==> src/brb_pkg.sv <==
package brb_pkg;

  localparam int unsigned CAPACITY  = 4096;
  localparam int unsigned MAX_BURST = 64;

  localparam int unsigned ADDR_W  = $clog2(CAPACITY);
  localparam int unsigned LEN_W   = 13;
  localparam int unsigned BURST_W = 7;
  localparam int unsigned DATA_W  = 8;
  localparam int unsigned OP_W    = 2;

  localparam logic [LEN_W-1:0]   LEN_MAX   = LEN_W'(CAPACITY);
  localparam logic [LEN_W-1:0]   LEN_RESET = LEN_W'(CAPACITY);
  localparam logic [BURST_W-1:0] BURST_MAX = BURST_W'(MAX_BURST);

  typedef enum logic [OP_W-1:0] {
    OP_WRITE = 2'd0,
    OP_READ  = 2'd1,
    OP_PEEK  = 2'd2,
    OP_NONE  = 2'd3
  } brb_op_e;

  typedef enum logic [1:0] {
    ST_IDLE  = 2'b01,
    ST_BURST = 2'b10
  } brb_state_e;

  // controller -> datapath
  typedef struct packed {
    logic do_write;
    logic start_burst;
    logic emit_empty;
    logic emit_byte;
  } brb_cmd_t;

  // datapath -> controller
  typedef struct packed {
    logic out_free;
    logic grant_zero;
    logic last_byte;
  } brb_status_t;

endpackage

==> src/brb_ctrl.sv <==
module brb_ctrl (
  input  logic                 clk_i,
  input  logic                 rst_ni,
  input  logic                 in_valid_i,
  input  logic [brb_pkg::OP_W-1:0] op_i,
  input  brb_pkg::brb_status_t status_i,
  output logic                 in_ready_o,
  output brb_pkg::brb_cmd_t    cmd_o
);

  brb_pkg::brb_state_e state_q, state_d;
  logic accept;

  assign in_ready_o = (state_q == brb_pkg::ST_IDLE) && status_i.out_free;
  assign accept     = in_valid_i && in_ready_o;

  always_comb begin
    state_d = state_q;
    cmd_o   = '0;
    case (state_q)
      brb_pkg::ST_IDLE: begin
        if (accept) begin
          case (op_i)
            brb_pkg::OP_WRITE: begin
              cmd_o.do_write = 1'b1;
            end
            brb_pkg::OP_READ, brb_pkg::OP_PEEK: begin
              if (status_i.grant_zero) begin
                cmd_o.emit_empty = 1'b1;
              end else begin
                cmd_o.start_burst = 1'b1;
                state_d = brb_pkg::ST_BURST;
              end
            end
            default: begin
              cmd_o.emit_empty = 1'b1;
            end
          endcase
        end
      end
      brb_pkg::ST_BURST: begin
        if (status_i.out_free) begin
          cmd_o.emit_byte = 1'b1;
          if (status_i.last_byte) begin
            state_d = brb_pkg::ST_IDLE;
          end
        end
      end
      default: begin
        state_d = brb_pkg::ST_IDLE;
      end
    endcase
  end

  always_ff @(posedge clk_i or negedge rst_ni) begin
    if (!rst_ni) begin
      state_q <= brb_pkg::ST_IDLE;
    end else begin
      state_q <= state_d;
    end
  end

endmodule

==> config.mk <==
export PLATFORM = sky130hd
export DESIGN_NAME = brb_ctrl
export DESIGN_NICKNAME = d
export VERILOG_FILES = /design/src/brb_pkg.sv /design/src/brb_ctrl.sv
export SDC_FILE = /design/constraint.sdc
export NUM_CORES = 1
export LEC_CHECK = 0
export BUFFER_PORTS_ARGS = -buffer_cell sky130_fd_sc_hd__buf_2
export CORE_AREA = 2 2 39 41
export CTS_CLUSTER_DIAMETER = 30
export CTS_CLUSTER_SIZE = 8
export DETAILED_ROUTE_END_ITERATION = 16
export DIE_AREA = 0 0 41 43
export GPL_ROUTABILITY_DRIVEN = 1
export GPL_TIMING_DRIVEN = 0
export SLEW_MARGIN = 20
export SYNTH_ARGS = -nofsm -noshare
export SYNTH_HDL_FRONTEND = slang
export SYNTH_SLANG_ARGS = --single-unit
==> constraint.sdc <==
create_clock -name clk_i -period 1 [get_ports clk_i]
set_clock_uncertainty 0.05 [all_clocks]
set_input_delay 0.1 -clock clk_i [delete_from_list [all_inputs] [get_ports clk_i]]
set_output_delay 0.1 -clock clk_i [all_outputs]
set_load 0.1 [all_outputs]
==> results.yml <==
critical_path:
  slowest_stage: "dfstp_2"
  path_buf_inv: 1
  required_ns: 0.85
  worst-endpoint-arrival_ns: 1.36
  endpoint_kind: "output port"
  start_kind: "flop"
  worstPathCellList: "nand4b_4 > nor3b_4 > buf_12"
  slowest_delay_ns: 0.54
  crit_fanout: 4
  path_delay_family: "flip-flops"
  worstSetupPathType: "flop to output port"
timing:
  setup_viol: 7
  fin_tns_setup_ns: -2.48
  timing.fmax_ghz: 0.662
  drv_slew: 0
  rsz0062_at_grt: "true"
  whs_ns: 0.101
  worst_slew_pin_slew_ns: 0.196
  relSlewSlack: 0.869
  setup_slack_ns: -0.510
  period_share: 1.51
  hold_viol: 0
  min_period_ns: 1.51
global_routing:
  antenna_found_initial: 0
  grtUsageTotal: 0.0744
  grt_pass1_wl_um: 807
  grt_max_degree: 5
  grt_overflow_total: 0
  grt_pass1_vias: 192
flow_run:
  drv_cap: 0
pwr:
  max-vdd-ir-drop_uv: 306
  power_density_mw_per_mm2: 1130
  p_leak_uw: 0.000198
cells_and_area:
  reg.largest.list: "state_q: 2 flops"
  regMostFlops: "state_q"
  syn_to_final_growth_pct: 143
  final_cells: 55
  largest_reg_flops: 2
  antenna_cells: 0
  drive_gt1_frac: 0.692
  finish.utilization: 0.304
  finalNetCount: 49
detailed_routing:
  first_iter_violations: 1
  wl_um: 470
  dr.pass1.iters: 2
  drc: 0
  avgRoutedWirePerCell_um: 8.55
  dr_total_vias: 213
  wl_met2_um: 234
  highest_layer: "met4"
  wl_met3_um: 46
  vias_per_cell: 3.87
  ant_nets: 0
  wl_met1_um: 174
yosys:
  ys_ff_latch: 2
  synth.top_cell.area_share: 0.152
  synthArstFlopShare: 1.00
  avgSynthCellArea_sq_um: 9.09
  yosys_most_used_dff: "dfstp_2"
  syn-num-nets: 28
  synth_area_leaders: "dfstp_2 (15%), dfrtp_1 (14%), nand4b_4 (14%)"
  ys_seq_area_frac: 0.297
  synth_area_leader_cell: "dfstp_2"
  ys_types: 13
  yosysWarnings: 0
  synth_commonest_cells: "inv_1 (3), nor2_1 (3), nand2_1 (2), nor2b_1 (2)"
  netlist_area_sq_um: 173
  netlist_instances: 19
  synth_edf_count: 0
floorplanning:
  ios: 13
  core-area_sq_mm: 0.00138
  die_h_um: 43
  start_util: 0.125
  rows: 14
  die_area_sq_mm: 0.00176
  die_w_um: 41
placement:
  placement.io_buffers: 12
  placed_cells: 47
  gp_congestion: 0.639
status:
  violations: "setup timing"
  status: "finished with violations"
clock_tree:
  clock_sinks: 2
  cts_root_buffer: "clkbuf_4"
  clkTransAtPathRegs_ns: 0.03
  cts_buffer_depth: 2
  numCtsBuffers: 3
  clk_latency_ns: 0.23
  htree_levels: 1
  cts_tree: "yes"
min_path:
  hold_path_class: "input port to flop"
[cell type report]
class | count | area [sq um]
Clock buffer | 4 | 26.3
Fill cell | 152 | 963
Inverter | 3 | 11.3
Multi-Input combinational cell | 14 | 140
Sequential cell | 2 | 51.3
Tap cell | 16 | 20.0
Timing Repair Buffer | 16 | 171
[worst reg2reg max path: stages, from the launching register on]
cell and delay, ns:
dfstp_2 0.54, nand4b_4 0.14, buf_4 0.17, a2bb2oi_2 0.15
[timing repair]
item,CTS,global route
pin swaps,1,1
hold buffers,1,0
setup endpoints to repair,6,7
buffers inserted,3,1
gates resized for setup,23,2
hold endpoints to repair,2,0
gates cloned,0,0
[cell families (layout without fill, tap and decap cells)]
kind of cell    after synthesis  after routing  share of synthesized area
compound gates                2              2                      0.101
fa+ha+maj                     1              1                     0.0725
buf+inv                       3             23                     0.0652
flops                         2              2                      0.297
simple gates                 11             11                      0.464
[path summary, 6_finish.rpt]
check                      slack [ns]         end   startpoint  cells after the start
max                             -0.51    cmd_o[1]   state_q[0]                      3
min                              0.10  state_q[0]  status_i[0]                      3
max reg2reg                     -0.13  state_q[0]   state_q[0]                      3
min reg2reg                      0.61  state_q[0]   state_q[1]                      2
max in group asynchronous        0.57  state_q[0]       rst_ni                      2
min in group asynchronous        0.13  state_q[1]       rst_ni                      2
[power breakdown]
group	leakage (uW)	switching, uW	internal (uW)
clock	0.0000150	57.7	149
sequential	0.0000243	2.99	85.6
combinational	0.000159	103	75.8
[metal layers]
metal | global-route usage | up-vias
li1 | - | 103
met1 | 0.0806 | 97
met2 | 0.0844 | 9
met3 | 0.0681 | 4
met4 | 0.0600 | 0
met5 | 0 | -
[placed cells by master (no fill, tap or decap)]
master and count:
buf_2 7, buf_12 5, inv_1 3, nor2_2 3, clkbuf_4 3, nand2_1 2, buf_4 2, nand4b_4 1
nand2b_1 1, nor2b_1 1, nor3b_4 1, nor2b_4 1, and2_4 1, a2bb2oi_2 1, o2bb2ai_1 1, ha_1 1
clkbuf_1 1, dlygate4sd3_1 1, buf_6 1, dfstp_2 1, dfrtp_1 1
[through the flow]
stage	area [sq um]	power, uW	setup WS (ns)
after floorplan	189	192	-0.687
after global placement	269	221	-0.480
after detailed placement	269	221	-0.479
after CTS	415	482	-0.525
after global routing	420	515	-0.566
final	420	474	-0.510
No activity file was read; power rests on OpenSTA's default activity.
